[config.mk]
export PLATFORM = sky130hd
export DESIGN_NAME = smmac_mac
export DESIGN_NICKNAME = d
export VERILOG_FILES = /design/src/design/smmac_pkg.sv /design/src/design/smmac_mac.sv
export SDC_FILE = /design/constraint.sdc
export NUM_CORES = 1
export LEC_CHECK = 0
export BUFFER_PORTS_ARGS = -buffer_cell sky130_fd_sc_hd__buf_4
export CORE_ASPECT_RATIO = 0.6
export CORE_UTILIZATION = 45
export CTS_CLUSTER_DIAMETER = 40
export CTS_CLUSTER_SIZE = 40
export DETAILED_ROUTE_END_ITERATION = 10
export GPL_TIMING_DRIVEN = 0
export PLACE_DENSITY = 0.71
export SLEW_MARGIN = 20
export SYNTH_ARGS = -nofsm -noshare
export SYNTH_HDL_FRONTEND = slang
export SYNTH_SLANG_ARGS = --single-unit
export TNS_END_PERCENT = 100
[constraint.sdc]
create_clock -name i_clk -period 7.8 [get_ports i_clk]
set_input_delay 1.17 -clock i_clk [delete_from_list [all_inputs] [get_ports i_clk]]
set_output_delay 1.17 -clock i_clk [all_outputs]
set_load 0.005 [all_outputs]
[src/design/smmac_pkg.sv]
// shared types and constants for the square matrix row multiply-accumulate block
// no dependencies
`default_nettype none

package smmac_pkg;

    localparam int MAX_SIZE_DEF   = 64;
    localparam int ELEM_WIDTH_DEF = 16;
    localparam int SUM_W          = 48;
    localparam int IDX_W          = 6;
    localparam int SIZE_W         = 7;
    localparam int PADDR_W        = 3;
    localparam int PDATA_W        = 32;

    localparam logic [1:0] MODE_LOAD_A  = 2'd0;
    localparam logic [1:0] MODE_LOAD_B  = 2'd1;
    localparam logic [1:0] MODE_LOAD_C  = 2'd2;
    localparam logic [1:0] MODE_COMPUTE = 2'd3;

    localparam logic REG_MATRIX_SIZE = 1'b0;
    localparam logic [SIZE_W-1:0] MATRIX_SIZE_RST = 7'd64;

    typedef struct packed {
        logic [1:0]              mode;
        logic [IDX_W-1:0]        row;
        logic [IDX_W-1:0]        col;
        logic signed [SUM_W-1:0] value;
    } t_in_item;

    typedef struct packed {
        logic [IDX_W-1:0]        out_row;
        logic [IDX_W-1:0]        out_col;
        logic signed [SUM_W-1:0] sum;
        logic                    last;
    } t_out_item;

    typedef struct packed {
        logic issue;
        logic load_acc;
    } t_mac_ctl;

    typedef enum logic [1:0] {
        ST_IDLE,
        ST_COL,
        ST_RUN,
        ST_FINISH
    } t_state;

endpackage

`default_nettype wire

[src/design/smmac_mac.sv]
// shared multiply-accumulate unit: registered product, saturating 48-bit accumulator
// depends on smmac_pkg
`default_nettype none

module smmac_mac
    import smmac_pkg::*;
#(
    parameter int ELEM_WIDTH = ELEM_WIDTH_DEF
) (
    input  wire logic                         i_clk,
    input  wire logic                         i_rst_n,
    input  wire t_mac_ctl                     i_ctl,
    input  wire logic signed [ELEM_WIDTH-1:0] i_a,
    input  wire logic signed [ELEM_WIDTH-1:0] i_b,
    input  wire logic signed [SUM_W-1:0]      i_c,
    output logic signed [SUM_W-1:0]           o_acc,
    output logic                              o_busy
);

    localparam int PROD_W = 2 * ELEM_WIDTH;
    localparam int SW     = ((PROD_W > SUM_W) ? PROD_W : SUM_W) + 1;

    logic                     r_s1_valid;
    logic                     r_prod_valid;
    logic signed [PROD_W-1:0] r_prod;
    logic signed [SUM_W-1:0]  r_acc;
    logic signed [SW-1:0]     sum_wide;
    logic signed [SUM_W-1:0]  sum_sat;

    always_comb begin
        sum_wide = {{(SW-SUM_W){r_acc[SUM_W-1]}}, r_acc}
                 + {{(SW-PROD_W){r_prod[PROD_W-1]}}, r_prod};
        // fits when all bits above the 48-bit sign agree
        if (sum_wide[SW-1:SUM_W-1] == {(SW-SUM_W+1){1'b0}}
            || sum_wide[SW-1:SUM_W-1] == {(SW-SUM_W+1){1'b1}}) begin
            sum_sat = sum_wide[SUM_W-1:0];
        end else if (sum_wide[SW-1]) begin
            sum_sat = {1'b1, {(SUM_W-1){1'b0}}};
        end else begin
            sum_sat = {1'b0, {(SUM_W-1){1'b1}}};
        end
    end

    always_ff @(posedge i_clk) begin
        if (!i_rst_n) begin
            r_s1_valid   <= 1'b0;
            r_prod_valid <= 1'b0;
        end else begin
            r_s1_valid   <= i_ctl.issue;
            r_prod_valid <= r_s1_valid;
        end
    end

    always_ff @(posedge i_clk) begin
        r_prod <= PROD_W'(i_a) * PROD_W'(i_b);
        if (i_ctl.load_acc) begin
            r_acc <= i_c;
        end else if (r_prod_valid) begin
            r_acc <= sum_sat;
        end
    end

    assign o_acc  = r_acc;
    assign o_busy = r_s1_valid | r_prod_valid;

endmodule

`default_nettype wire

* Word level (Yosys, flattened, before mapping)
Cells that the tools add are included.
** Storage, ports and cells
- Output and inout port bits :: 49
- Register bits :: 82
- Logic and storage cells :: 15
- Input port bits :: 84
** Cells by class
- Equal/unequal tests :: 1
- $add $sub $neg :: 1
- Multipliers :: 1
- Reductions and logical operators :: 3
- Multiplexer cells :: 4
- Bitwise operators :: 1
** Operators with widths (number)
- 48-bit 2-to-1 mux :: 4
- 48-bit by 32-bit adder with 49-bit output :: 1
- 16-bit by 16-bit multiplier with 32-bit output :: 1
- 2-bit equality test, second input constant :: 1
- 2-bit zero test :: 1
- 2-bit nonzero test :: 1
- 1-bit logical OR :: 1
- 1-bit OR :: 1

* Logic depth before layout (Yosys ltp)
Gate-level depths: netlist of run 1.
- Depth in word-level cells :: 6
- Depth in mapped cells :: 25
- Mapped depth without buffers :: 23

* Worst setup path after synthesis of run 1
OpenSTA, ideal clock, no wires.
- Path kind :: input to register
- Start point :: input port i_b[7]
- End point :: register r_prod[24]
- Cell stages on the path :: 25
- Path buffers :: 2
- Path slack :: 0.943 ns
- Setup time :: 0.072 ns
- Data arrival time :: 6.785 ns
- Required time :: 7.728 ns
- Path through :: clkbuf_1 > nand2_1 > fa_1 > inv_1 > fa_1 > inv_1 > fa_1 > inv_1 > fa_1 > fa_1 > inv_1 > fa_1 > inv_1 > ha_1 > clkbuf_2 > a2111oi_0 > o21ai_0 > nor2b_1 > o31a_1 > or3_1 > a21oi_1 > nor2b_1 > o21a_1 > nor2_1 > xnor2_1
** Between the ends
- Cells in the longest elaborated chain, start to end :: 1
** RTL lines
- from (decl) :: RTL line smmac_mac.sv:14 : input wire logic signed [ELEM_WIDTH-1:0] i_b,
- 16-bit by 16-bit multiplier with 32-bit output :: RTL line smmac_mac.sv:55 : r_prod <= PROD_W'(i_a) * PROD_W'(i_b);
- to (signal assigned) :: RTL line smmac_mac.sv:55
- to (decl) :: RTL line smmac_mac.sv:25 : logic signed [PROD_W-1:0] r_prod;
Every way passes these cells.
A chain may end at the register's enable or synchronous reset.

* Final worst setup path of run 1
- Start point :: input port i_a[7]
- End point :: register r_prod[24]
** Between the ends
- Cells in the longest elaborated chain, start to end :: 1
** RTL lines
- from (decl) :: RTL line smmac_mac.sv:13 : input wire logic signed [ELEM_WIDTH-1:0] i_a,
- 16-bit by 16-bit multiplier with 32-bit output :: RTL line smmac_mac.sv:55
Every way passes these cells.

==> flow_summary.json, run 1 <==
{
  "wl_per_cell_um": 18.90,
  "synth_nets": 2237,
  "postLayoutCellArea_um2": 17610,
  "drcViolationCount": 0,
  "clock_latency_ns": 0.37,
  "grt_max_degree": 49,
  "synthMuxAreaShare_pct": 0,
  "synth_edf_count": 48,
  "synth_top_family_by_area": "adder cells",
  "worstReg2RegStart": "r_prod[31]",
  "critical_path.max_stage_delay_ns": 0.58,
  "holdPathStages": 1,
  "synthAdderAreaFrac_pct": 43.85,
  "arrival_ns": 7.81,
  "hpwl_mm": 38.31,
  "htreeDepth": 3,
  "slew_viol_final": 0,
  "min_from": "r_s1_valid",
  "max_freq_mhz": 133.1,
  "hold_path.class": "reg -> reg",
  "finalHoldViolations": 0,
  "min_period_over_period_pct": 96.35,
  "num_io_pins": 133,
  "grt_pass1_wl_mm": 70.46,
  "yosysTopAreaCell": "fa_1",
  "viasPerCell": 5.474,
  "nets": 2380,
  "numCtsBuffers": 9,
  "multiInputGateArea_um2": 12090,
  "cts-hold-fix-buffers": 0,
  "critical_path.most_common_cell": "fa_1",
  "synth_area_um2": 15740,
  "gp_congestion": 0.9548,
  "start_util_pct": 46.17,
  "seq_area_frac_synth_pct": 13.48,
  "r2r_cells": 13,
  "setup_viol": 0,
  "rows": 52,
  "dieArea_um2": 35750,
  "worstPathMaxFanout": 10,
  "fill_cells": 3212,
  "ys_top_cells_by_area": "fa_1 33%, ha_1 10%, edfxtp_1 9.2%",
  "synth-xor-area-share_pct": 4.173,
  "cts_tree": "built",
  "placed_cells": 2351,
  "grt_util_all_layers_pct": 25.62,
  "critPathRequiredTime_ns": 8.09,
  "worstMarginPinSlew_ns": 0.9247,
  "ant_nets": 0,
  "yosys_warnings": 0,
  "vias": 12960,
  "whs_ns": 0.4492,
  "postPlaceCellArea_um2": 17310,
  "grt_overflow_total": 0,
  "rsz0062_at_grt": "false",
  "relSlewSlack_pct": 38.36,
  "die_h_um": 146.9,
  "antenna_found_initial": 0,
  "status": "finished, final reports clean",
  "totalWireLength_mm": 44.74,
  "ctsLongestPathBuffers": 2,
  "ys_types": 73,
  "root_buffer": "clkbuf_16",
  "period_needed_ns": 7.515,
  "synth-async-reset-ratio_pct": 0,
  "worstHoldEndpoint": "r_prod_valid",
  "post_cts_buffers": 0,
  "syn_avg_cell_area_um2": 8.943,
  "netlist_instances": 1760,
  "cts_resized": 0,
  "ys_seq_elements": 82,
  "yosys.area_share.simple_pct": 14.98,
  "worst_clock_skew_ns": 0.01621,
  "grt_pass1_vias": 12820,
  "port_buffers": 132,
  "end_kind": "flop",
  "antenna_cells": 0,
  "coreArea_um2": 34090,
  "reg2reg_slack_ns": 3.50,
  "synth_top_cell_area_share_pct": 33.45,
  "cts_sinks": 82,
  "instances_no_fill": 2367,
  "die_w_um": 243.4,
  "drt_iter0_markers": 1077,
  "critPathKind": "in -> reg",
  "slowest_stage": "fa_1",
  "maxCapViolCount": 0,
  "clkSlewWorstSetupHoldPaths_ns": 0.06,
  "synth-compound-area-share_pct": 13.82,
  "drive_gt1_share_pct": 9.906,
  "syn_to_final_growth_pct": 11.88,
  "synth_flop_cell": "edfxtp_1",
  "ff_latch_area_um2": 2122,
  "timing.rr.end": "o_acc[26]",
  "start_kind": "input pin",
  "drt-pass1-iter-count": 6
}
==> flip-flops by register name, indices dropped and copies added, names as in the netlist <==
signal / count
r_prod_valid: 1
o_acc: 48
r_prod: 32
r_s1_valid: 1
==> cell usage after synthesis (3+ instances only) <==
| master | count |
|---|---|
| nand2b_1 | 14 |
| ha_1 | 130 |
| o211a_1 | 3 |
| inv_1 | 335 |
| clkbuf_1 | 47 |
| o21a_1 | 14 |
| a221oi_2 | 3 |
| a21o_1 | 27 |
| buf_2 | 11 |
| and2_1 | 127 |
| o221ai_1 | 3 |
| nand4_1 | 10 |
| xor2_1 | 22 |
| a311oi_1 | 3 |
| o21ai_1 | 16 |
| nor2b_1 | 11 |
| fa_1 | 263 |
| nor4_1 | 4 |
| nand2_1 | 198 |
| dfxtp_1 | 34 |
| a21boi_0 | 4 |
| a21oi_1 | 129 |
| nand3_1 | 13 |
| edfxtp_1 | 48 |
| a211o_1 | 4 |
| o2111ai_1 | 3 |
| buf_4 | 4 |
| and3_1 | 7 |
| or2_2 | 3 |
| nor2_1 | 57 |
| a211oi_1 | 25 |
| o211ai_2 | 6 |
| nor3b_1 | 3 |
| xnor2_1 | 53 |
| or3_1 | 5 |
| nor3_1 | 9 |
| o211ai_1 | 7 |
| o21bai_1 | 13 |
| o21ai_0 | 48 |
==> routing by layer <==
| layer | track usage (%) | share of wire (%) | up-vias |
|---|---|---|---|
| li1 | - | - | 5926 |
| met1 | 39.59 | 48 | 6469 |
| met2 | 36.10 | 41 | 507 |
| met3 | 6.175 | 9.4 | 55 |
| met4 | 4.969 | 1.7 | 0 |
| met5 | 0 | 0 | - |
==> worst max-delay path: cells and delay by family <==
family | cells | cell delay [ns]
fa+ha+maj | 7 | 3.13
compound gates | 5 | 1.26
xor+xnor | 1 | 0.12
simple gates | 5 | 0.95
buf+inv | 8 | 1.15
==> worst max path at each step <==
stage | start | endpoint
2_1_floorplan | i_b[7] | r_prod[24]
3_3_place_gp | i_a[7] | r_prod[31]
3_5_place_dp | i_a[7] | r_prod[31]
4_1_cts | i_a[7] | r_prod[31]
5_1_grt | i_a[7] | r_prod[31]
6_report | i_a[7] | r_prod[24]
==> metrics by stage <==
stage	setup TNS (ns)	util (%)	worst slack, ns
2_1_floorplan	0	-	0.9433
3_3_place_gp	0	50.76	0.1261
3_5_place_dp	-0.005033	50.77	-0.005033
4_1_cts	0	51.65	0.3608
5_1_grt	0	51.65	0.03728
6_report	0	51.65	0.2850
==> layout make-up <==
class,instances,area share (%)
Clock buffer,10,1.421
Inverter,335,7.141
Buffer,64,1.535
Multi-Input combinational cell,1279,68.67
Sequential cell,82,12.05
Tap cell,459,3.261
Clock inverter,6,0.2913
Timing Repair Buffer,132,5.627
==> placed cells by master, fill, tap and decap left out, drive strengths merged, types with 48 or more instances in the layout <==
cell | Yosys | layout
fa | 263 | 263
ha | 130 | 130
nor2 | 60 | 60
xnor2 | 53 | 53
inv | 335 | 339
and2 | 127 | 127
clkbuf | 48 | 58
o21ai | 65 | 65
buf | 16 | 148
nand2 | 199 | 199
a21oi | 130 | 130
edfxtp | 48 | 48
==> kinds of logic (layout without fill, tap and decap cells) <==
logic type	Yosys count	in the layout
DFF	82	82
adders and majority gates	394	394
AOI/OAI and AO/OA	336	336
xor gates and xnor gates	75	75
and+or+nand+nor	474	474
buffers and inverters	399	547
Power of run 1 is not shown: default switching activity piles up to over one toggle a cycle in this logic, so the estimate is an artifact.
==> inputs of run 2 (changes only) <==
Settings changed: CORE_UTILIZATION 45 to 38, GPL_TIMING_DRIVEN 0 to not set, PLACE_DENSITY 0.71 to 0.63.
==> run 2 against run 1 <==
Effect of this change:
- global-route usage is 5.6 points lower
- setup slack better by 0.73 ns
- clock skew is 0.00085 ns lower
- utilization down 8.8 points
- design area down 0.97%
- clock-buffer cell count shrank 1
- worst hold slack gained 0.0039 ns
- sequential share of layout area increased by 0.12 points
- first-iteration DRC count is 30% lower
==> flow_summary.json, run 2 (synthesized netlist as in run 1, its figures left out) <==
{
  "rsz0062_at_grt": "false",
  "arrival_ns": 7.07,
  "drcViolationCount": 0,
  "cp-endpoint": "r_prod[30]",
  "clkSlewWorstSetupHoldPaths_ns": 0.07,
  "cp-startpoint": "i_a[15]",
  "largest_reg_flops": 48,
  "grt_overflow_total": 0,
  "critPathRequiredTime_ns": 8.08,
  "grt_pass1_wl_mm": 67.21,
  "dieArea_um2": 42270,
  "vias": 12330,
  "grt_max_degree": 75,
  "slew_viol_final": 0,
  "start_util_pct": 38.72,
  "hpwl_mm": 34.15,
  "reg2reg_slack_ns": 3.54,
  "maxCapViolCount": 0,
  "placed_cells": 2362,
  "die_h_um": 159.7,
  "nets": 2319,
  "port_buffers": 132,
  "whs_ns": 0.4531,
  "numCtsBuffers": 9,
  "period_needed_ns": 6.783,
  "end_kind": "flop",
  "relSlewSlack_pct": 33.76,
  "ctsLongestPathBuffers": 2,
  "fill_cells": 4035,
  "worstPathMaxFanout": 16,
  "cts_tree": "built",
  "num_io_pins": 133,
  "ant_nets": 0,
  "max_freq_mhz": 147.4,
  "viasPerCell": 5.184,
  "holdPathStages": 1,
  "min_period_over_period_pct": 86.96,
  "worstMarginPinSlew_ns": 0.9912,
  "hold_path.class": "reg -> reg",
  "post_cts_buffers": 0,
  "drt_iter0_markers": 755,
  "root_buffer": "clkbuf_16",
  "die_w_um": 264.7,
  "setup_viol": 0,
  "wl_per_cell_um": 17.22,
  "cts_sinks": 82,
  "cts_resized": 0,
  "status": "finished, final reports clean",
  "drive_gt1_share_pct": 9.529,
  "syn_to_final_growth_pct": 10.79,
  "timing.rr.end": "o_acc[33]",
  "totalWireLength_mm": 40.94,
  "coreArea_um2": 40650,
  "critPathKind": "in -> reg",
  "gp_congestion": 0.9088,
  "htreeDepth": 3,
  "fin_util_pct": 42.90,
  "grt_util_all_layers_pct": 19.98,
  "finalHoldViolations": 0,
  "start_kind": "input pin",
  "antenna_found_initial": 0,
  "grt_pass1_vias": 12600,
  "tns_ns": 0,
  "cts-hold-fix-buffers": 0,
  "worst_clock_skew_ns": 0.01536,
  "worstReg2RegStart": "r_prod[31]",
  "drt-pass1-iter-count": 5,
  "final_cell_mix": "335 x inv_1, 263 x fa_1, 198 x nand2_1, 135 x buf_4, 130 x ha_1",
  "clock_latency_ns": 0.37,
  "antenna_cells": 0,
  "final_common_cell": "inv_1",
  "instances_no_fill": 2378,
  "rows": 57,
  "r2r_cells": 11
}
run 2: per-stage QoR:
step / setup WS [ns] / instance area, µm²
floorplan: 0.9433 / 15740
global placement: 0.7462 / 17150
detailed placement: 0.6608 / 17150
CTS: 1.039 / 17440
global route: 0.6737 / 17440
finish: 1.017 / 17440
run 2: final cells by class:
cell class	count	area (µm²)	area share [%]
tap	531	664.4	3.810
inverter	335	1257	7.211
clock buffer	9	225.2	1.292
clock inverter	7	65.06	0.3731
sequential	82	2122	12.17
timing repair buffer	135	1013	5.812
multi-input combinational	1279	12090	69.33
run 2: layer usage:
metal  vias to the layer above  wire length [µm]  share of wire (%)  GRT usage (%)
li1                       5818                 -                  -              -
met1                      6189             19960                 49          30.48
met2                       302             18420                 45          30.81
met3                        18              2303                5.6          2.868
met4                         0               254               0.62          2.154
met5                         -                 0                  0              0
run 2: critical path, cell delays in order:
cell and delay, ns:
buf_4 0.18, nand2_1 0.12, inv_1 0.09, fa_1 0.64
fa_1 0.76, inv_1 0.21, fa_1 0.51, fa_1 0.56
fa_1 0.44, fa_1 0.50, inv_1 0.04, ha_1 0.36
a21oi_1 0.20, o21ai_0 0.10, a21o_1 0.22, o21ai_0 0.17
o31a_1 0.23, a21oi_1 0.12, o21a_1 0.18, nor2_1 0.11
xnor2_1 0.12
run 2: worst min path at each step:
stage                     startpoint      endpoint  slack [ns]
after floorplan           r_s1_valid  r_prod_valid        0.42
after global placement    r_s1_valid  r_prod_valid        0.43
after detailed placement  r_s1_valid  r_prod_valid        0.44
after CTS                 r_s1_valid  r_prod_valid        0.46
after global routing      r_s1_valid  r_prod_valid        0.51
final                     r_s1_valid  r_prod_valid        0.45
Power of run 2 is left out for the same reason.
==> inputs of run 3 (changes only) <==
Settings changed: PLACE_DENSITY 0.63 to not set.
==> run 3 against run 2 <==
Effect of this change:
- via count up 0.12%
- critical path depth is 3 higher
- setup slack improved by 0.040 ns
- register-to-register slack hardly changed
- critical endpoint is now r_prod[24]
- non-clock buffer count is the same
- sequential share of layout area hardly changed
- utilization is essentially flat
==> flow_summary.json, run 3 (synthesized netlist as in run 1, its figures left out) <==
{
  "top_layer": "met4",
  "max_freq_mhz": 148.3,
  "port_buffers": 132,
  "grt_pass1_wl_mm": 66.22,
  "num_io_pins": 133,
  "numCtsBuffers": 9,
  "antenna_found_initial": 0,
  "period_needed_ns": 6.743,
  "wl_met3_mm": 2.460,
  "setup_viol": 0,
  "relSlewSlack_pct": 35.43,
  "finalHoldViolations": 0,
  "root_buffer": "clkbuf_16",
  "totalWireLength_mm": 40.55,
  "grt_overflow_total": 0,
  "drt_iter0_markers": 899,
  "clock_latency_ns": 0.36,
  "grt_pass1_vias": 12440,
  "die_h_um": 159.7,
  "drt-pass1-iter-count": 6,
  "gp_congestion": 0.9080,
  "maxCapViolCount": 0,
  "hold_path.class": "reg -> reg",
  "cts_resized": 0,
  "antenna_cells": 0,
  "worstMarginPinSlew_ns": 0.9663,
  "grt_util_all_layers_pct": 19.80,
  "final_common_cell": "inv_1",
  "min_period_over_period_pct": 86.45,
  "rows": 57,
  "final_cell_mix": "335 x inv_1, 263 x fa_1, 198 x nand2_1, 135 x buf_4, 130 x ha_1",
  "viasPerCell": 5.190,
  "slew_viol_final": 0,
  "tns_ns": 0,
  "coreArea_um2": 40650,
  "fin_util_pct": 42.90,
  "ant_nets": 0,
  "ctsLongestPathBuffers": 2,
  "syn_to_final_growth_pct": 10.80,
  "nets": 2319,
  "status": "finished, final reports clean",
  "arrival_ns": 7.03,
  "instances_no_fill": 2378,
  "postPlaceCellArea_um2": 17150,
  "dieArea_um2": 42270,
  "met1Wirelength_mm": 19.90,
  "clkSlewWorstSetupHoldPaths_ns": 0.07,
  "cts-hold-fix-buffers": 0,
  "start_kind": "input pin",
  "critPathKind": "in -> reg",
  "r2r_cells": 10,
  "post_cts_buffers": 0,
  "end_kind": "flop",
  "die_w_um": 264.7,
  "worstPathMaxFanout": 16,
  "critPathRequiredTime_ns": 8.09,
  "htreeDepth": 3,
  "cts_sinks": 82,
  "drcViolationCount": 0,
  "vias": 12340,
  "holdPathStages": 1,
  "drive_gt1_share_pct": 9.529,
  "grt_max_degree": 72,
  "placed_cells": 2362,
  "wl_met2_mm": 17.77,
  "cts_tree": "built",
  "worst_clock_skew_ns": 0.009680,
  "wl_per_cell_um": 17.05,
  "largest_reg_flops": 48,
  "postLayoutCellArea_um2": 17440,
  "hpwl_mm": 33.87,
  "start_util_pct": 38.72,
  "rsz0062_at_grt": "false"
}
-- run 3: per-stage QoR --
stage / hold WS (ns) / setup WS, ns
2_1_floorplan: 0.4209 / 0.9433
3_3_place_gp: 0.4305 / 0.7415
3_5_place_dp: 0.4449 / 0.7205
4_1_cts: 0.4606 / 1.086
5_1_grt: 0.4974 / 0.6552
6_report: 0.4515 / 1.057
-- run 3: critical path: stages --
cell	delay (ns)
buf_4	0.19
nand2_1	0.14
inv_1	0.10
fa_1	0.48
inv_1	0.05
fa_1	0.44
fa_1	0.55
inv_1	0.06
fa_1	0.51
fa_1	0.49
inv_1	0.05
fa_1	0.49
inv_1	0.04
ha_1	0.23
a2111oi_0	0.35
o21ai_0	0.14
nor2b_1	0.17
o31a_1	0.31
or3_1	0.36
a21oi_1	0.22
nor2b_1	0.09
o21a_1	0.17
nor2_1	0.11
xnor2_1	0.12
-- run 3: path summary, 6_finish.rpt --
kind | to | from | slack, ns
worst max-delay path | r_prod[24] | i_b[1] | 1.06
worst min-delay path | r_prod_valid | r_s1_valid | 0.45
worst max register to register | o_acc[43] | o_acc[1] | 3.53
worst min register to register | r_prod_valid | r_s1_valid | 0.45
-- run 3: cell type report --
| class | count | area [µm²] |
|---|---|---|
| inverters | 335 | 1257 |
| well taps | 531 | 664.4 |
| clock buffers | 9 | 225.2 |
| repair buffers | 135 | 1013 |
| multi-input cells | 1279 | 12090 |
| fillers | 4033 | 23210 |
| flip-flops and latches | 82 | 2122 |
| clock inverters | 7 | 67.56 |
-- run 3: per-layer routing --
layer  global-route usage, %  up-vias
li1                        -     5806
met1                   30.48     6176
met2                   29.35      337
met3                   3.655       23
met4                   2.601        0
met5                       0        -
Power of run 3 is left out for the same reason.
