## config.mk

```make
export PLATFORM = sky130hd
export DESIGN_NAME = smmac_ctrl
export DESIGN_NICKNAME = d
export VERILOG_FILES = /design/src/design/smmac_pkg.sv /design/src/design/smmac_ctrl.sv
export SDC_FILE = /design/constraint.sdc
export NUM_CORES = 1
export LEC_CHECK = 0
export BUFFER_PORTS_ARGS = -buffer_cell sky130_fd_sc_hd__buf_2
export CAP_MARGIN = 0
export CORE_AREA = 2 2 114 116
export CTS_CLUSTER_SIZE = 24
export DETAILED_ROUTE_END_ITERATION = 6
export DIE_AREA = 0 0 116 118
export HOLD_SLACK_MARGIN = 0.08
export PLACE_DENSITY = 0.8
export SLEW_MARGIN = 20
export SYNTH_ARGS = -nofsm -noshare
export SYNTH_HDL_FRONTEND = slang
export SYNTH_SLANG_ARGS = --single-unit
```

## constraint.sdc

```tcl
create_clock -name i_clk -period 4.17 [get_ports i_clk]
set_clock_uncertainty 0.2 [all_clocks]
set_input_delay 0.2085 -clock i_clk [delete_from_list [all_inputs] [get_ports i_clk]]
set_output_delay 0.2085 -clock i_clk [all_outputs]
set_load 0.01 [all_outputs]
```

## src/design/smmac_pkg.sv

```systemverilog
// shared types and constants for the square matrix row multiply-accumulate block
// no dependencies
`default_nettype none

package smmac_pkg;

    localparam int MAX_SIZE_DEF   = 64;
    localparam int ELEM_WIDTH_DEF = 16;
    localparam int SUM_W          = 48;
    localparam int IDX_W          = 6;
    localparam int SIZE_W         = 7;
    localparam int PADDR_W        = 3;
    localparam int PDATA_W        = 32;

    localparam logic [1:0] MODE_LOAD_A  = 2'd0;
    localparam logic [1:0] MODE_LOAD_B  = 2'd1;
    localparam logic [1:0] MODE_LOAD_C  = 2'd2;
    localparam logic [1:0] MODE_COMPUTE = 2'd3;

    localparam logic REG_MATRIX_SIZE = 1'b0;
    localparam logic [SIZE_W-1:0] MATRIX_SIZE_RST = 7'd64;

    typedef struct packed {
        logic [1:0]              mode;
        logic [IDX_W-1:0]        row;
        logic [IDX_W-1:0]        col;
        logic signed [SUM_W-1:0] value;
    } t_in_item;

    typedef struct packed {
        logic [IDX_W-1:0]        out_row;
        logic [IDX_W-1:0]        out_col;
        logic signed [SUM_W-1:0] sum;
        logic                    last;
    } t_out_item;

    typedef struct packed {
        logic issue;
        logic load_acc;
    } t_mac_ctl;

    typedef enum logic [1:0] {
        ST_IDLE,
        ST_COL,
        ST_RUN,
        ST_FINISH
    } t_state;

endpackage

`default_nettype wire

```

## src/design/smmac_ctrl.sv

```systemverilog
// sequencer: element loads, column and k loops, write-back and output register
// depends on smmac_pkg
`default_nettype none

module smmac_ctrl
    import smmac_pkg::*;
#(
    parameter int MAX_SIZE   = MAX_SIZE_DEF,
    parameter int ELEM_WIDTH = ELEM_WIDTH_DEF
) (
    input  wire logic                               i_clk,
    input  wire logic                               i_rst_n,
    input  wire logic [SIZE_W-1:0]                  i_n,
    input  wire logic                               i_in_valid,
    output logic                                    o_in_ready,
    input  wire t_in_item                           i_in_item,
    output logic                                    o_out_valid,
    input  wire logic                               i_out_ready,
    output t_out_item                               o_out_item,
    output logic                                    o_a_we,
    output logic [$clog2(MAX_SIZE*MAX_SIZE)-1:0]    o_a_addr,
    output logic                                    o_b_we,
    output logic [$clog2(MAX_SIZE*MAX_SIZE)-1:0]    o_b_addr,
    output logic [ELEM_WIDTH-1:0]                   o_ab_wdata,
    output logic                                    o_c_we,
    output logic [$clog2(MAX_SIZE*MAX_SIZE)-1:0]    o_c_addr,
    output logic [SUM_W-1:0]                        o_c_wdata,
    output t_mac_ctl                                o_mac_ctl,
    input  wire logic signed [SUM_W-1:0]            i_acc,
    input  wire logic                               i_mac_busy
);

    localparam int ADDR_W = $clog2(MAX_SIZE * MAX_SIZE);
    localparam logic [8:0] MAX_CMP = 9'(MAX_SIZE);

    t_state             r_state, n_state;
    logic [IDX_W-1:0]   r_row, n_row;
    logic [ADDR_W-1:0]  r_row_base, n_row_base;
    logic [SIZE_W-1:0]  r_n, n_n;
    logic [IDX_W-1:0]   r_j, n_j;
    logic [IDX_W-1:0]   r_k, n_k;
    logic [ADDR_W-1:0]  r_b_addr, n_b_addr;
    logic               r_first, n_first;
    logic               r_out_valid, n_out_valid;
    t_out_item          r_out_item, n_out_item;

    logic               accept;
    logic               load_ok;
    logic [ADDR_W-1:0]  load_addr;
    logic               last_k;
    logic               last_j;
    logic               out_free;

    always_ff @(posedge i_clk) begin
        if (!i_rst_n) begin
            r_state     <= ST_IDLE;
            r_out_valid <= 1'b0;
        end else begin
            r_state     <= n_state;
            r_out_valid <= n_out_valid;
        end
    end

    always_ff @(posedge i_clk) begin
        r_row      <= n_row;
        r_row_base <= n_row_base;
        r_n        <= n_n;
        r_j        <= n_j;
        r_k        <= n_k;
        r_b_addr   <= n_b_addr;
        r_first    <= n_first;
        r_out_item <= n_out_item;
    end

    always_comb begin
        accept    = i_in_valid && (r_state == ST_IDLE);
        load_ok   = ({3'b000, i_in_item.row} < MAX_CMP) && ({3'b000, i_in_item.col} < MAX_CMP);
        load_addr = ADDR_W'(i_in_item.row) * ADDR_W'(MAX_SIZE) + ADDR_W'(i_in_item.col);
        last_k    = ({1'b0, r_k} == (r_n - 7'd1));
        last_j    = ({1'b0, r_j} == (r_n - 7'd1));
        out_free  = !r_out_valid || i_out_ready;

        n_state     = r_state;
        n_row       = r_row;
        n_row_base  = r_row_base;
        n_n         = r_n;
        n_j         = r_j;
        n_k         = r_k;
        n_b_addr    = r_b_addr;
        n_first     = r_first;
        n_out_item  = r_out_item;
        n_out_valid = r_out_valid && !i_out_ready;

        o_a_we     = 1'b0;
        o_b_we     = 1'b0;
        o_c_we     = 1'b0;
        o_a_addr   = r_row_base + ADDR_W'(r_k);
        o_b_addr   = r_b_addr;
        o_c_addr   = r_row_base + ADDR_W'(r_j);
        o_ab_wdata = i_in_item.value[ELEM_WIDTH-1:0];
        o_c_wdata  = i_in_item.value;
        o_mac_ctl  = '0;

        case (r_state)
            ST_IDLE: begin
                if (accept) begin
                    if (i_in_item.mode == MODE_COMPUTE) begin
                        if ({1'b0, i_in_item.row} < i_n) begin
                            n_row      = i_in_item.row;
                            n_row_base = ADDR_W'(i_in_item.row) * ADDR_W'(MAX_SIZE);
                            n_n        = i_n;
                            n_j        = '0;
                            n_state    = ST_COL;
                        end
                    end else if (load_ok) begin
                        o_a_addr = load_addr;
                        o_b_addr = load_addr;
                        o_c_addr = load_addr;
                        o_a_we   = (i_in_item.mode == MODE_LOAD_A);
                        o_b_we   = (i_in_item.mode == MODE_LOAD_B);
                        o_c_we   = (i_in_item.mode == MODE_LOAD_C);
                    end
                end
            end
            ST_COL: begin
                // c entry read issued here, lands for the first run cycle
                n_k      = '0;
                n_b_addr = ADDR_W'(r_j);
                n_first  = 1'b1;
                n_state  = ST_RUN;
            end
            ST_RUN: begin
                o_mac_ctl.issue    = 1'b1;
                o_mac_ctl.load_acc = r_first;
                n_first  = 1'b0;
                n_k      = r_k + 6'd1;
                n_b_addr = r_b_addr + ADDR_W'(MAX_SIZE);
                if (last_k) begin
                    n_state = ST_FINISH;
                end
            end
            ST_FINISH: begin
                if (!i_mac_busy && out_free) begin
                    o_c_we      = 1'b1;
                    o_c_wdata   = i_acc;
                    n_out_valid = 1'b1;
                    n_out_item.out_row = r_row;
                    n_out_item.out_col = r_j;
                    n_out_item.sum     = i_acc;
                    n_out_item.last    = last_j;
                    n_j = r_j + 6'd1;
                    n_state = last_j ? ST_IDLE : ST_COL;
                end
            end
            default: begin
                n_state = ST_IDLE;
            end
        endcase
    end

    assign o_in_ready  = (r_state == ST_IDLE);
    assign o_out_valid = r_out_valid;
    assign o_out_item  = r_out_item;

endmodule

`default_nettype wire

```

* After elaboration in Yosys (flattened, before gate mapping)
Index checks and enable logic that the tools add are counted.
Storage, ports and cells: bits in registers 102, input port bits 122, output and inout bits 168, logic and storage cells 87
Operators by class: $add $sub $neg 7, $lt $le $gt $ge 1, eq/ne operators 13, muxes and demuxes 39, reductions and logical operators 15
Operators with widths (count):
- $mux W12 | 9
- $mux W48 | 2
- $add A12 B6 Y12 | 3
- $mux W6 | 4
- $pmux W12 S2 | 1
- $pmux W6 S2 | 2
- $eq A6 B7 Y1 | 2
- $add A12 B7 Y12 const B | 1
- $add A6 B1 Y6 const B | 2
- $mux W1 | 12
- $mux W2 | 6
- $reduce_and A5 Y1 | 2
- $eq A2 B2 Y1 const B | 4
- $pmux W2 S4 | 1
- $lt A6 B7 Y1 | 1
- $sub A7 B1 Y7 const B | 1
- $ne A2 B1 Y1 const B | 3
- $eq A2 B1 Y1 const B | 2
- $logic_not A2 Y1 | 2
- $ne A2 B2 Y1 const B | 2
- $pmux W1 S2 | 2
- $reduce_and A4 Y1 | 1
- $reduce_bool A2 Y1 | 2
- $logic_and A1 B1 Y1 | 3
- 3 further kinds | 5

* Logic depth before layout (Yosys ltp)
Gate-level depths: netlist (run 1).
depth after elaboration 5, mapped depth 8

* Worst setup path before layout (run 1)
No wires, ideal clock.
path type reg2out, from reg r_state[0], to out o_c_wdata[39], arrival 3.303 ns, required time 3.762 ns, setup slack 0.458 ns, stages on the path, launching flop included 6, path through dfxtp_1 > ha_1 > nand2b_1 > nor2_1 > clkbuf_1 > mux2_2
On the way: word-level cells in the longest chain between the ends 2
RTL lines:
- start: declaration | line smmac_ctrl.sv:36 | t_state r_state, n_state;
- start signal: assignment | line smmac_ctrl.sv:59 | r_state <= n_state;
- $eq A2 B2 Y1 | line smmac_ctrl.sv:104 | case (r_state)
- $mux W48 | line smmac_ctrl.sv:104
- end: declaration | line smmac_ctrl.sv:27 | output logic [SUM_W-1:0] o_c_wdata,
Every way passes these cells.

* Final worst setup path (run 1)
from reg r_state[0], to out o_c_addr[2]
On the way: word-level cells in the longest chain between the ends 4
RTL lines:
- $logic_not A2 Y1 * | line smmac_ctrl.sv:76, smmac_ctrl.sv:104
- $logic_and A1 B1 Y1 | line smmac_ctrl.sv:76 | accept = i_in_valid && (r_state == ST_IDLE);
- $mux W12 | line smmac_ctrl.sv:106 | if (accept) begin
- $mux W12 * | line smmac_ctrl.sv:104
- end: declaration | line smmac_ctrl.sv:26 | output logic [$clog2(MAX_SIZE*MAX_SIZE)-1:0] o_c_addr,
Every way passes the cells marked *; elsewhere a longest branch is shown, timed or not.

==> results of run 1 <==
-- cells in the mapped netlist (2+ instances only) --
master and n:
edfxtp_1 99, nand2_1 77, mux2_2 48, nor2_1 25
buf_4 22, xnor2_1 18, ha_1 13, inv_1 12
xor2_1 12, clkbuf_1 11, nand3_1 9, nor2b_1 7
nor3_1 6, nand2b_1 5, a21oi_1 4, and2_1 4
nor4_1 4, dfxtp_1 3, a211oi_1 2, nor3b_1 2
-- registers in the layout (all words and copies together), names as in the netlist --
register / flops
r_k: 6
o_out_valid: 1
r_n: 7
o_out_item: 61
r_state: 2
r_first: 1
r_row: 6
r_b_addr: 12
r_j: 6
-- metrics by stage --
step / setup slack, ns / cells / power [mW] / instance area [um^2] / hold slack [ns]
after floorplan: 0.4580 / 399 / 1.928 / 5047 / 0.1074
after global placement: 1.509 / 829 / 2.253 / 6544 / 0.1972
after detailed placement: 1.369 / 829 / 2.287 / 6544 / 0.1989
after CTS: 0.9804 / 909 / 3.275 / 7515 / 0.2231
after global routing: 1.162 / 910 / 3.425 / 7526 / 0.2706
final: 1.342 / 910 / 3.264 / 7526 / 0.2444
-- kinds of logic after synthesis --
group,count (synthesis)
AO/OA/AOI/OAI,14
flip-flops,102
multiplexers,48
XOR/XNOR,31
adder cells (fa/ha/maj),13
buffers and inverters,45
AND/OR/NAND/NOR,146
-- final timing paths --
path / cells after the start / end / slack (ns)
worst max-delay path: 7 / o_c_addr[2] / 1.34
worst min-delay path: 5 / r_state[1]$_SDFFE_PN0P_ / 0.24
worst max register to register: 8 / r_state[0]$_SDFFE_PN0P_ / 1.56
worst min register to register: 0 / o_out_item[55]$_DFFE_PP_ / 0.25
-- layout by cell type (no fill, tap or decap), types with 2 or more instances in the layout --
cell type and n:
nor3_1 6, buf_2 289, edfxtp_1 99, dfxtp_1 3, ha_1 13, a211oi_1 2, a21oi_1 3, nor4_1 3
clkbuf_16 9, nand2b_1 5, bufinv_16 3, xnor2_1 18, dlygate4sd3_1 64, clkinv_1 2, nand3_1 8, mux2_2 48
clkbuf_1 2, xor2_1 12, and2_1 4, inv_1 12, nor3b_1 2, nor2b_1 7, nor2_1 24, nand2_1 77
-- area by class of cell --
class | instances | share of cell area (%)
Antenna cell | 1 | 0.03325
Inverter | 12 | 0.5985
Tap cell | 172 | 2.860
Multi-Input combinational cell | 252 | 23.72
Timing Repair Buffer | 355 | 28.10
Sequential cell | 102 | 40.30
Clock inverter | 5 | 1.297
Clock buffer | 11 | 3.092
-- per-layer routing --
| layer | part of all wire (%) | global-route usage (%) |
|---|---|---|
| met1 | 38 | 23.96 |
| met2 | 53 | 40.17 |
| met3 | 6.7 | 6.179 |
| met4 | 2.4 | 8.408 |
| met5 | 0 | 0 |
-- power by group through the flow --
stage | registers, mW | logic [mW] | clock network [mW]
after floorplan | 1.37 | 0.554 | 0
after global placement | 1.41 | 0.838 | 0
after detailed placement | 1.42 | 0.869 | 0
after CTS | 1.40 | 0.920 | 0.959
after global routing | 1.42 | 1.01 | 0.997
final | 1.40 | 0.926 | 0.940
-- what timing repair did --
action                                 4_1_cts  5_1_grt
setup endpoints to repair                    0        0
setup buffers                                0        0
endpoints found under the hold margin       64        0
hold buffers                                64        0
-- critical path: cells and delay by family (launching register included) --
| family | cells | cell delay (ns) |
|---|---|---|
| AO/OA/AOI/OAI | 1 | 0.57 |
| flip-flops | 1 | 0.36 |
| AND/OR/NAND/NOR | 3 | 0.58 |
| buffers and inverters | 2 | 0.25 |
| adder cells (fa/ha/maj) | 1 | 0.30 |
==> results.sh, run 1 <==
export IMPL_status="finished, final reports clean"
export IMPL_synthMuxAreaShare_pct=10.71
export IMPL_crit_path_max_fanout=12
export IMPL_synth_top_family_by_area="simple AND/OR/NAND/NOR gates"
export IMPL_drv_slew=0
export IMPL_syn_area_um2=5047
export IMPL_worst_pin_slew_ns=0.7031
export IMPL_avgSynthCellArea_um2=12.65
export IMPL_dp_hpwl_mm=10.82
export IMPL_clk_path_buf_depth=2
export IMPL_fillers=981
export IMPL_syn_to_final_growth_pct=49.11
export IMPL_synth_compound_area_share_pct=1.884
export IMPL_async_reset_ff_share_pct=0
export IMPL_ys_types=36
export IMPL_start_util_pct=40.66
export IMPL_core_area_um2=12410
export IMPL_hold_violations=0
export IMPL_rsz0062_at_grt="no"
export IMPL_cts_tree="built"
export IMPL_synth_seq_cells=102
export IMPL_synth_ff_type="edfxtp_1"
export IMPL_final_seq_area_um2=3033
export IMPL_leakage_nw=3.324
export IMPL_cp_arrival_ns=2.42
export IMPL_max_cap_violations=0
export IMPL_yosys_top_cells_area="edfxtp_1, mux2_2, nand2_1"
export IMPL_p_switching_mw=1.004
export IMPL_yosysWarnings=0
export IMPL_drc=0
export IMPL_peakVddDrop_mv=0.3117
export IMPL_grt_pass1_wl_mm=22.83
export IMPL_antenna_left=0
export IMPL_finalSetupTns_ns=0
export IMPL_clkPwrFrac_pct=28.8
export IMPL_endpoint_kind="primary output"
export IMPL_cts_buffers=9
export IMPL_die_area_um2=13690
export IMPL_cts_resized_gates=0
export IMPL_wl_mm=15.83
export IMPL_fmax_mhz=353.6
export IMPL_core_rowCount=41
export IMPL_synth_seq_area_share_pct=60.09
export IMPL_clk_pin_slew_ns=0.07
export IMPL_worstSetupPathType="register to primary output"
export IMPL_period_needed_ns=2.828
export IMPL_relSlewSlack_pct=53.13
export IMPL_grt_max_degree=110
export IMPL_combPwrFrac_pct=28.4
export IMPL_synth_edf_count=99
export IMPL_synthDominantCellAreaShare_pct=58.90
export IMPL_cpPeakStageDelay_ns=0.57
export IMPL_grt_antenna_before_repair=1
export IMPL_insertion_delay_ns=0.34
export IMPL_syn_nets=534
export IMPL_period_share_pct=67.82
export IMPL_fp_dieH_um=118
export IMPL_first_iter_violations=244
export IMPL_grt_pass1_vias=4465
export IMPL_yosys_area_share_xor_xnor_pct=5.652
export IMPL_synthAdderAreaFrac_pct=3.223
export IMPL_layout_nets=867
export IMPL_first_pass_iters=4
export IMPL_io_buffers=289
export IMPL_startpoint="r_state[0]$_SDFFE_PN0P_"
export IMPL_fp_dieW_um=116
export IMPL_hold_class="primary input to register"
export IMPL_worstReg2RegStart="r_n[0]$_DFFE_PP_"
export IMPL_multiInputGateArea_um2=1785
export IMPL_layout_drive_gt1_share_pct=48.71
export IMPL_slowest_stage="a21oi_2"
export IMPL_swShare_pct=30.75
export IMPL_track_usage_pct=22.10
export IMPL_gp_congestion=0.7775
export IMPL_crit_chain="inv_1 > ha_1 > nand2_1 > a21oi_2 > nand2_1 > nand2_1 > buf_2"
export IMPL_crit_top_cell="nand2_1"
export IMPL_startpoint_type="register"
export IMPL_viasPerCell=4.776
export IMPL_required_ns=3.76
export IMPL_syn_inst=399
export IMPL_io_pins=290
export IMPL_dr_total_vias=4346
export IMPL_power_density_nw_per_um2=433.7
export IMPL_post_route_util_pct=60.62
export IMPL_setup_viol=0
export IMPL_holdCritStartpoint="i_mac_busy"
export IMPL_synth_simple_gate_area_share_pct=13.46
export IMPL_p_seq_share_pct=42.8
export IMPL_yosys_area_top_type="edfxtp_1"
export IMPL_overflow=0
export IMPL_wl_per_cell_um=17.39
export IMPL_clock_sinks=102
export IMPL_clock_tree_root_cell="clkbuf_16"
export IMPL_htree_levels=3
export IMPL_p_int_mw=2.260
Note: power is estimated with default switching activity, not from simulation.
==> inputs of run 2 (changes only) <==
--- a/config.mk
+++ b/config.mk
@@ -5,14 +5,15 @@
 export SDC_FILE = /design/constraint.sdc
 export NUM_CORES = 1
 export LEC_CHECK = 0
+export ABC_AREA = 1
 export BUFFER_PORTS_ARGS = -buffer_cell sky130_fd_sc_hd__buf_2
 export CAP_MARGIN = 0
-export CORE_AREA = 2 2 114 116
+export CORE_AREA = 2 2 113 115
 export CTS_CLUSTER_SIZE = 24
 export DETAILED_ROUTE_END_ITERATION = 6
-export DIE_AREA = 0 0 116 118
+export DIE_AREA = 0 0 115 117
 export HOLD_SLACK_MARGIN = 0.08
-export PLACE_DENSITY = 0.8
+export PLACE_DENSITY = 0.82
 export SLEW_MARGIN = 20
 export SYNTH_ARGS = -nofsm -noshare
 export SYNTH_HDL_FRONTEND = slang
==> constraint.sdc (replaced) <==
create_clock -name i_clk -period 2.8 [get_ports i_clk]
set_clock_uncertainty 0.2 [all_clocks]
set_input_delay 0.14 -clock i_clk [delete_from_list [all_inputs] [get_ports i_clk]]
set_output_delay 0.14 -clock i_clk [all_outputs]
set_load 0.01 [all_outputs]
==> run 2 against run 1 <==
Wire length is 7.1% higher; die area is 1.7% lower; synthesized cell count is 40% higher; sequential power is 56% higher; worst setup slack worse by 1.1 ns; area after synthesis is 1.5% higher; non-clock buffer count is 3 higher; power is 67% higher.
==> results.sh, run 2 <==
export IMPL_synth_ff_type="edfxtp_1"
export IMPL_p_int_mw=3.593
export IMPL_grt_antenna_before_repair=0
export IMPL_cts_tree="built"
export IMPL_clk_path_buf_depth=2
export IMPL_post_cts_setup_buffers=0
export IMPL_worstSetupPathType="register to primary output"
export IMPL_clock_sinks=102
export IMPL_peakVddDrop_mv=0.5540
export IMPL_startpoint_type="register"
export IMPL_first_pass_iters=5
export IMPL_leakage_nw=3.759
export IMPL_overflow=0
export IMPL_largest_reg_flops=61
export IMPL_diodes=0
export IMPL_swShare_pct=34.04
export IMPL_finalSetupTns_ns=0
export IMPL_first_iter_violations=313
export IMPL_async_reset_ff_share_pct=0
export IMPL_grt_use_met1_pct=28.95
export IMPL_viasPerCell=4.854
export IMPL_fillers=994
export IMPL_required_ns=2.46
export IMPL_io_buffers=289
export IMPL_yosysWarnings=0
export IMPL_whs_ns=0.2570
export IMPL_hold_violations=0
export IMPL_yosys_top_cells_area="edfxtp_1, nand2_1, inv_1"
export IMPL_crit_path_max_fanout=42
export IMPL_die_area_um2=13460
export IMPL_antenna_left=0
export IMPL_wl_per_cell_um=16.22
export IMPL_core_rowCount=41
export IMPL_syn_inst=559
export IMPL_yosys_area_top_type="edfxtp_1"
export IMPL_grt_pass1_vias=4655
export IMPL_syn_to_final_growth_pct=47.83
export IMPL_wl_mm=16.95
export IMPL_relSlewSlack_pct=43.85
export IMPL_rsz0062_at_grt="no"
export IMPL_dr_total_vias=5072
export IMPL_drv_slew=0
export IMPL_ys_top_cells_by_count="nand2_1, edfxtp_1, inv_1"
export IMPL_layout_nets=1026
export IMPL_ys_types=26
export IMPL_synthDominantCellAreaShare_pct=58.01
export IMPL_max_cap_violations=0
export IMPL_drc=0
export IMPL_period_needed_ns=2.588
export IMPL_cp_arrival_ns=2.25
export IMPL_start_util_pct=41.63
export IMPL_grt_max_degree=69
export IMPL_clk_pin_slew_ns=0.07
export IMPL_cts_buffers=9
export IMPL_met2_usage_pct=40.12
export IMPL_synth_seq_cells=102
export IMPL_track_usage_pct=23.84
export IMPL_layout_drive_gt1_share_pct=35.53
export IMPL_use_met3_pct=7.673
export IMPL_hold_class="register to register"
export IMPL_combPwrFrac_pct=33.8
export IMPL_insertion_delay_ns=0.35
export IMPL_fmax_mhz=386.5
export IMPL_clkPwrFrac_pct=26.1
export IMPL_power_density_nw_per_um2=719.0
export IMPL_endpoint_kind="primary output"
export IMPL_p_seq_share_pct=40.1
export IMPL_synth_seq_area_share_pct=59.18
export IMPL_grt_pass1_wl_mm=24.19
export IMPL_clock_tree_root_cell="clkbuf_16"
export IMPL_avgSynthCellArea_um2=9.168
export IMPL_htree_levels=3
export IMPL_gp_congestion=0.8104
export IMPL_synth_edf_count=99
export IMPL_fp_dieW_um=115
export IMPL_yosysMostFrequentCell="nand2_1"
export IMPL_dp_hpwl_mm=12.15
export IMPL_io_pins=290
export IMPL_p_switching_mw=1.854
export IMPL_final_cell_mix="buf_2, nand2_1, edfxtp_1"
export IMPL_period_share_pct=92.42
export IMPL_core_area_um2=12310
export IMPL_syn_area_um2=5125
export IMPL_syn_nets=694
export IMPL_final_common_cell="buf_2"
export IMPL_grt_busiest_layer="met2"
export IMPL_fp_dieH_um=117
export IMPL_worst_pin_slew_ns=0.8410
export IMPL_setup_viol=0
export IMPL_status="finished, final reports clean"
-- run 2: cell families (layout without fill, tap and decap cells) --
group / count (synthesis) / count (layout) / synth area share, %
simple gates: 278 / 278 / 21.63
buf+inv: 106 / 442 / 9.473
flops: 102 / 102 / 59.18
compound gates: 57 / 57 / 5.737
fa+ha+maj: 13 / 13 / 3.174
xor+xnor: 3 / 3 / 0.8057
-- run 2: path summary, 6_finish.rpt --
check / slack (ns) / cells past startpoint / startpoint / to
max: 0.21 / 8 / r_state[0]$_SDFFE_PN0P_ / o_c_addr[10]
min: 0.26 / 0 / r_row[1]$_DFFE_PP_ / o_out_item[56]$_DFFE_PP_
max reg2reg: 0.61 / 5 / r_state[0]$_SDFFE_PN0P_ / r_j[0]$_SDFFCE_PP0P_
min reg2reg: 0.26 / 0 / r_row[1]$_DFFE_PP_ / o_out_item[56]$_DFFE_PP_
-- run 2: critical path: stages (launching register included) --
cell and delay (ns):
dfxtp_1 0.35, inv_1 0.12, ha_1 0.37, nand2_1 0.16
a21oi_2 0.16, buf_6 0.26, nand2_1 0.14, o21ai_0 0.14
buf_2 0.20
-- run 2: power groups by stage --
stage	registers (mW)	logic, mW	clock network, mW
global placement	2.21	1.70	0
detailed placement	2.21	1.74	0
finish	2.19	1.84	1.42
floorplan	2.17	1.07	0
global route	2.21	2.05	1.51
CTS	2.19	1.82	1.45
-- run 2: final cells by class --
cell class              instances  area [um^2]  share of cell area (%)
clock buffers                  11        242.7                   3.204
clock inverters                 4        95.09                   1.255
inverters                      69        259.0                   3.419
multi-input cells             351         1618                   21.35
flip-flops and latches        102         3033                   40.03
well taps                     150        187.7                   2.477
repair buffers                358         2141                   28.26
-- run 2: routing by layer --
layer | wire [um] | vias to the layer above
met5 | 0 | -
met4 | 454 | 0
met3 | 1337 | 33
met1 | 6807 | 2321
met2 | 8348 | 251
li1 | - | 2467
-- run 2: what timing repair did --
item / CTS / global route
hold buffers: 64 / 0
endpoints found under the setup margin: 0 / 22
resized for setup: 0 / 1
endpoints found under the hold margin: 64 / 0
-- run 2: stage by stage --
step	power (mW)	setup slack [ns]	area, um^2	util (%)	instances
after floorplan	3.244	0.3459	5126	-	559
after global placement	3.913	0.5747	6594	53.56	966
after detailed placement	3.954	0.4908	6594	53.56	966
after CTS	5.461	0.1835	7572	61.50	1045
after global routing	5.773	0.01944	7576	61.53	1045
final	5.447	0.2124	7576	61.53	1045
==> inputs of run 3 (changes only) <==
--- a/config.mk
+++ b/config.mk
@@ -5,15 +5,14 @@
 export SDC_FILE = /design/constraint.sdc
 export NUM_CORES = 1
 export LEC_CHECK = 0
-export ABC_AREA = 1
 export BUFFER_PORTS_ARGS = -buffer_cell sky130_fd_sc_hd__buf_2
 export CAP_MARGIN = 0
-export CORE_AREA = 2 2 113 115
+export CORE_AREA = 5 5 114 116
 export CTS_CLUSTER_SIZE = 24
 export DETAILED_ROUTE_END_ITERATION = 6
-export DIE_AREA = 0 0 115 117
+export DIE_AREA = 0 0 119 121
 export HOLD_SLACK_MARGIN = 0.08
-export PLACE_DENSITY = 0.82
+export PLACE_DENSITY = 0.83
 export SLEW_MARGIN = 20
 export SYNTH_ARGS = -nofsm -noshare
 export SYNTH_HDL_FRONTEND = slang
==> run 3 against run 2 <==
Combinational power fell by 23%; via count fell by 13%; cell count fell by 15%; wire length fell by 2.2%; highest routed layer unchanged; sequential power fell by 5%; die area rose by 7.0%; clock-buffer cell count fell by 1; design area fell by 1.6%; first-iteration DRC count fell by 19%; worst setup slack got worse by 0.026 ns.
==> results.sh, run 3 (synthesized netlist as in run 1, its figures left out) <==
export IMPL_status="finished, final reports clean"
export IMPL_r2r_end="r_state[0]$_SDFFE_PN0P_"
export IMPL_final_cell_mix="buf_2, edfxtp_1, nand2_1"
export IMPL_insertion_delay_ns=0.33
export IMPL_clk_path_buf_depth=2
export IMPL_antenna_left=0
export IMPL_viasPerCell=4.979
export IMPL_cpPeakStageDelay_ns=0.37
export IMPL_layout_nets=872
export IMPL_start_util_pct=42.73
export IMPL_cts_hold_buf=64
export IMPL_required_ns=2.46
export IMPL_met2_wirelength_mm=8.672
export IMPL_hold_violations=0
export IMPL_cts_tree="built"
export IMPL_crit_path_max_fanout=7
export IMPL_htree_levels=3
export IMPL_gp_congestion=0.8163
export IMPL_worst_pin_slew_ns=0.6328
export IMPL_endpoint_kind="primary output"
export IMPL_grt_antenna_before_repair=2
export IMPL_dr_total_vias=4436
export IMPL_layout_drive_gt1_share_pct=48.79
export IMPL_io_buffers=289
export IMPL_fp_dieW_um=119
export IMPL_hold_class="primary input to register"
export IMPL_die_area_um2=14400
export IMPL_reg2reg_depth=8
export IMPL_grt_pass1_wl_mm=24.76
export IMPL_worstReg2RegStart="r_n[0]$_DFFE_PP_"
export IMPL_period_share_pct=93.35
export IMPL_crit_chain="inv_1 > ha_1 > nand2_1 > a21oi_1 > buf_4 > nand2_1 > nand2_1 > buf_2"
export IMPL_grt_max_degree=86
export IMPL_leakage_nw=3.313
export IMPL_grt_pass1_vias=4544
export IMPL_first_pass_iters=5
export IMPL_io_pins=290
export IMPL_finalSetupTns_ns=0
export IMPL_drv_slew=0
export IMPL_first_iter_violations=252
export IMPL_fmax_mhz=382.6
export IMPL_wl_per_cell_um=18.60
export IMPL_clock_tree_root_cell="clkbuf_16"
export IMPL_wirelength_met1_mm=6.102
export IMPL_syn_to_final_growth_pct=47.67
export IMPL_dp_hpwl_mm=11.74
export IMPL_endpoint="o_c_addr[2]"
export IMPL_startpoint_type="register"
export IMPL_clock_sinks=102
export IMPL_relSlewSlack_pct=57.81
export IMPL_topRoutingLayerUsed="met4"
export IMPL_overflow=0
export IMPL_max_cap_violations=0
export IMPL_core_rowCount=40
export IMPL_worstSetupPathType="register to primary output"
export IMPL_slowest_stage="dfxtp_1"
export IMPL_core_area_um2=11810
export IMPL_clk_pin_slew_ns=0.07
export IMPL_power_density_nw_per_um2=617.7
export IMPL_rsz0062_at_grt="no"
export IMPL_track_usage_pct=21.88
export IMPL_cts_resized_gates=0
export IMPL_startpoint="r_state[0]$_SDFFE_PN0P_"
export IMPL_regToRegSetupSlack_ns=0.28
export IMPL_cp_arrival_ns=2.27
export IMPL_crit_top_cell="nand2_1"
export IMPL_largest_reg_flops=61
export IMPL_period_needed_ns=2.614
export IMPL_post_cts_setup_buffers=0
export IMPL_wl_mm=16.58
export IMPL_drc=0
export IMPL_setup_viol=0
export IMPL_whs_ns=0.1899
export IMPL_holdCritStartpoint="i_mac_busy"
export IMPL_fillers=901
export IMPL_route_met3_wl_mm=1.275
export IMPL_cts_buffers=9
export IMPL_fp_dieH_um=121
export IMPL_peakVddDrop_mv=0.3873
export IMPL_final_common_cell="buf_2"
## run 3: cell types whose count changed in the layout (fill, tap and decap cells not counted), sizes merged, moves of 4 or more
cell	previous run	this run
nor3	11	7
xnor2	1	18
o21ai	36	2
xor2	1	12
mux2	0	48
clkinv	1	5
and2	0	4
nor2	29	25
nand2	213	77
nand2b	0	5
nand3	17	9
nor2b	0	7
inv	69	12
a21oi	16	4
## run 3: worst min path at each step
stage                                     to  slack [ns]  cells after the start
finish               r_state[1]$_SDFFE_PN0P_        0.19                      5
CTS                  r_state[1]$_SDFFE_PN0P_        0.15                      5
global route         r_state[1]$_SDFFE_PN0P_        0.21                      5
floorplan           o_out_item[10]$_DFFE_PP_        0.04                      0
detailed placement  o_out_item[38]$_DFFE_PP_        0.13                      1
global placement    o_out_item[10]$_DFFE_PP_        0.13                      1
## run 3: layout make-up
| cell class | instances | area (um^2) | area share, % |
|---|---|---|---|
| inverters | 12 | 45.04 | 0.6043 |
| repair buffers | 360 | 2152 | 28.87 |
| diodes | 2 | 5.005 | 0.06715 |
| clock inverters | 6 | 28.78 | 0.3861 |
| well taps | 147 | 183.9 | 2.468 |
| multi-input cells | 252 | 1777 | 23.84 |
| flip-flops and latches | 102 | 3033 | 40.69 |
| clock buffers | 10 | 229.0 | 3.072 |
## run 3: layer usage
| layer | vias up | GRT usage (%) |
|---|---|---|
| met3 | 43 | 5.315 |
| met5 | - | 0 |
| li1 | 2063 | - |
| met1 | 2109 | 24.72 |
| met4 | 0 | 9.413 |
| met2 | 221 | 39.28 |
## run 3: report_power, final
| group | internal [mW] | leakage [nW] | total (mW) | switching, mW |
|---|---|---|---|---|
| clock | 0.591 | 0.125 | 1.11 | 0.523 |
| combinational | 0.613 | 2.26 | 1.41 | 0.801 |
| sequential | 1.90 | 0.929 | 2.08 | 0.176 |
| total | 3.10 | 3.31 | 4.60 | 1.50 |
## run 3: critical path: cells and delay by family, from the launching register on
kind / cells / cell delay (ns)
buffers and inverters: 3 / 0.50
and+or+nand+nor: 3 / 0.49
DFF: 1 / 0.37
adders and majority gates: 1 / 0.32
AOI/OAI and AO/OA: 1 / 0.27
## run 3: per-stage QoR
stage               worst slack [ns]  total power, mW  instance area [um^2]  instances  utilization, %
floorplan                     0.1718            2.871                  5055        399               -
global placement              0.4792            3.375                  6550        809           55.46
detailed placement            0.3085            3.427                  6550        809           55.46
CTS                           0.1926            4.618                  7448        889           63.06
global route                0.005547            4.834                  7453        891           63.10
finish                        0.1862            4.604                  7453        891           63.10
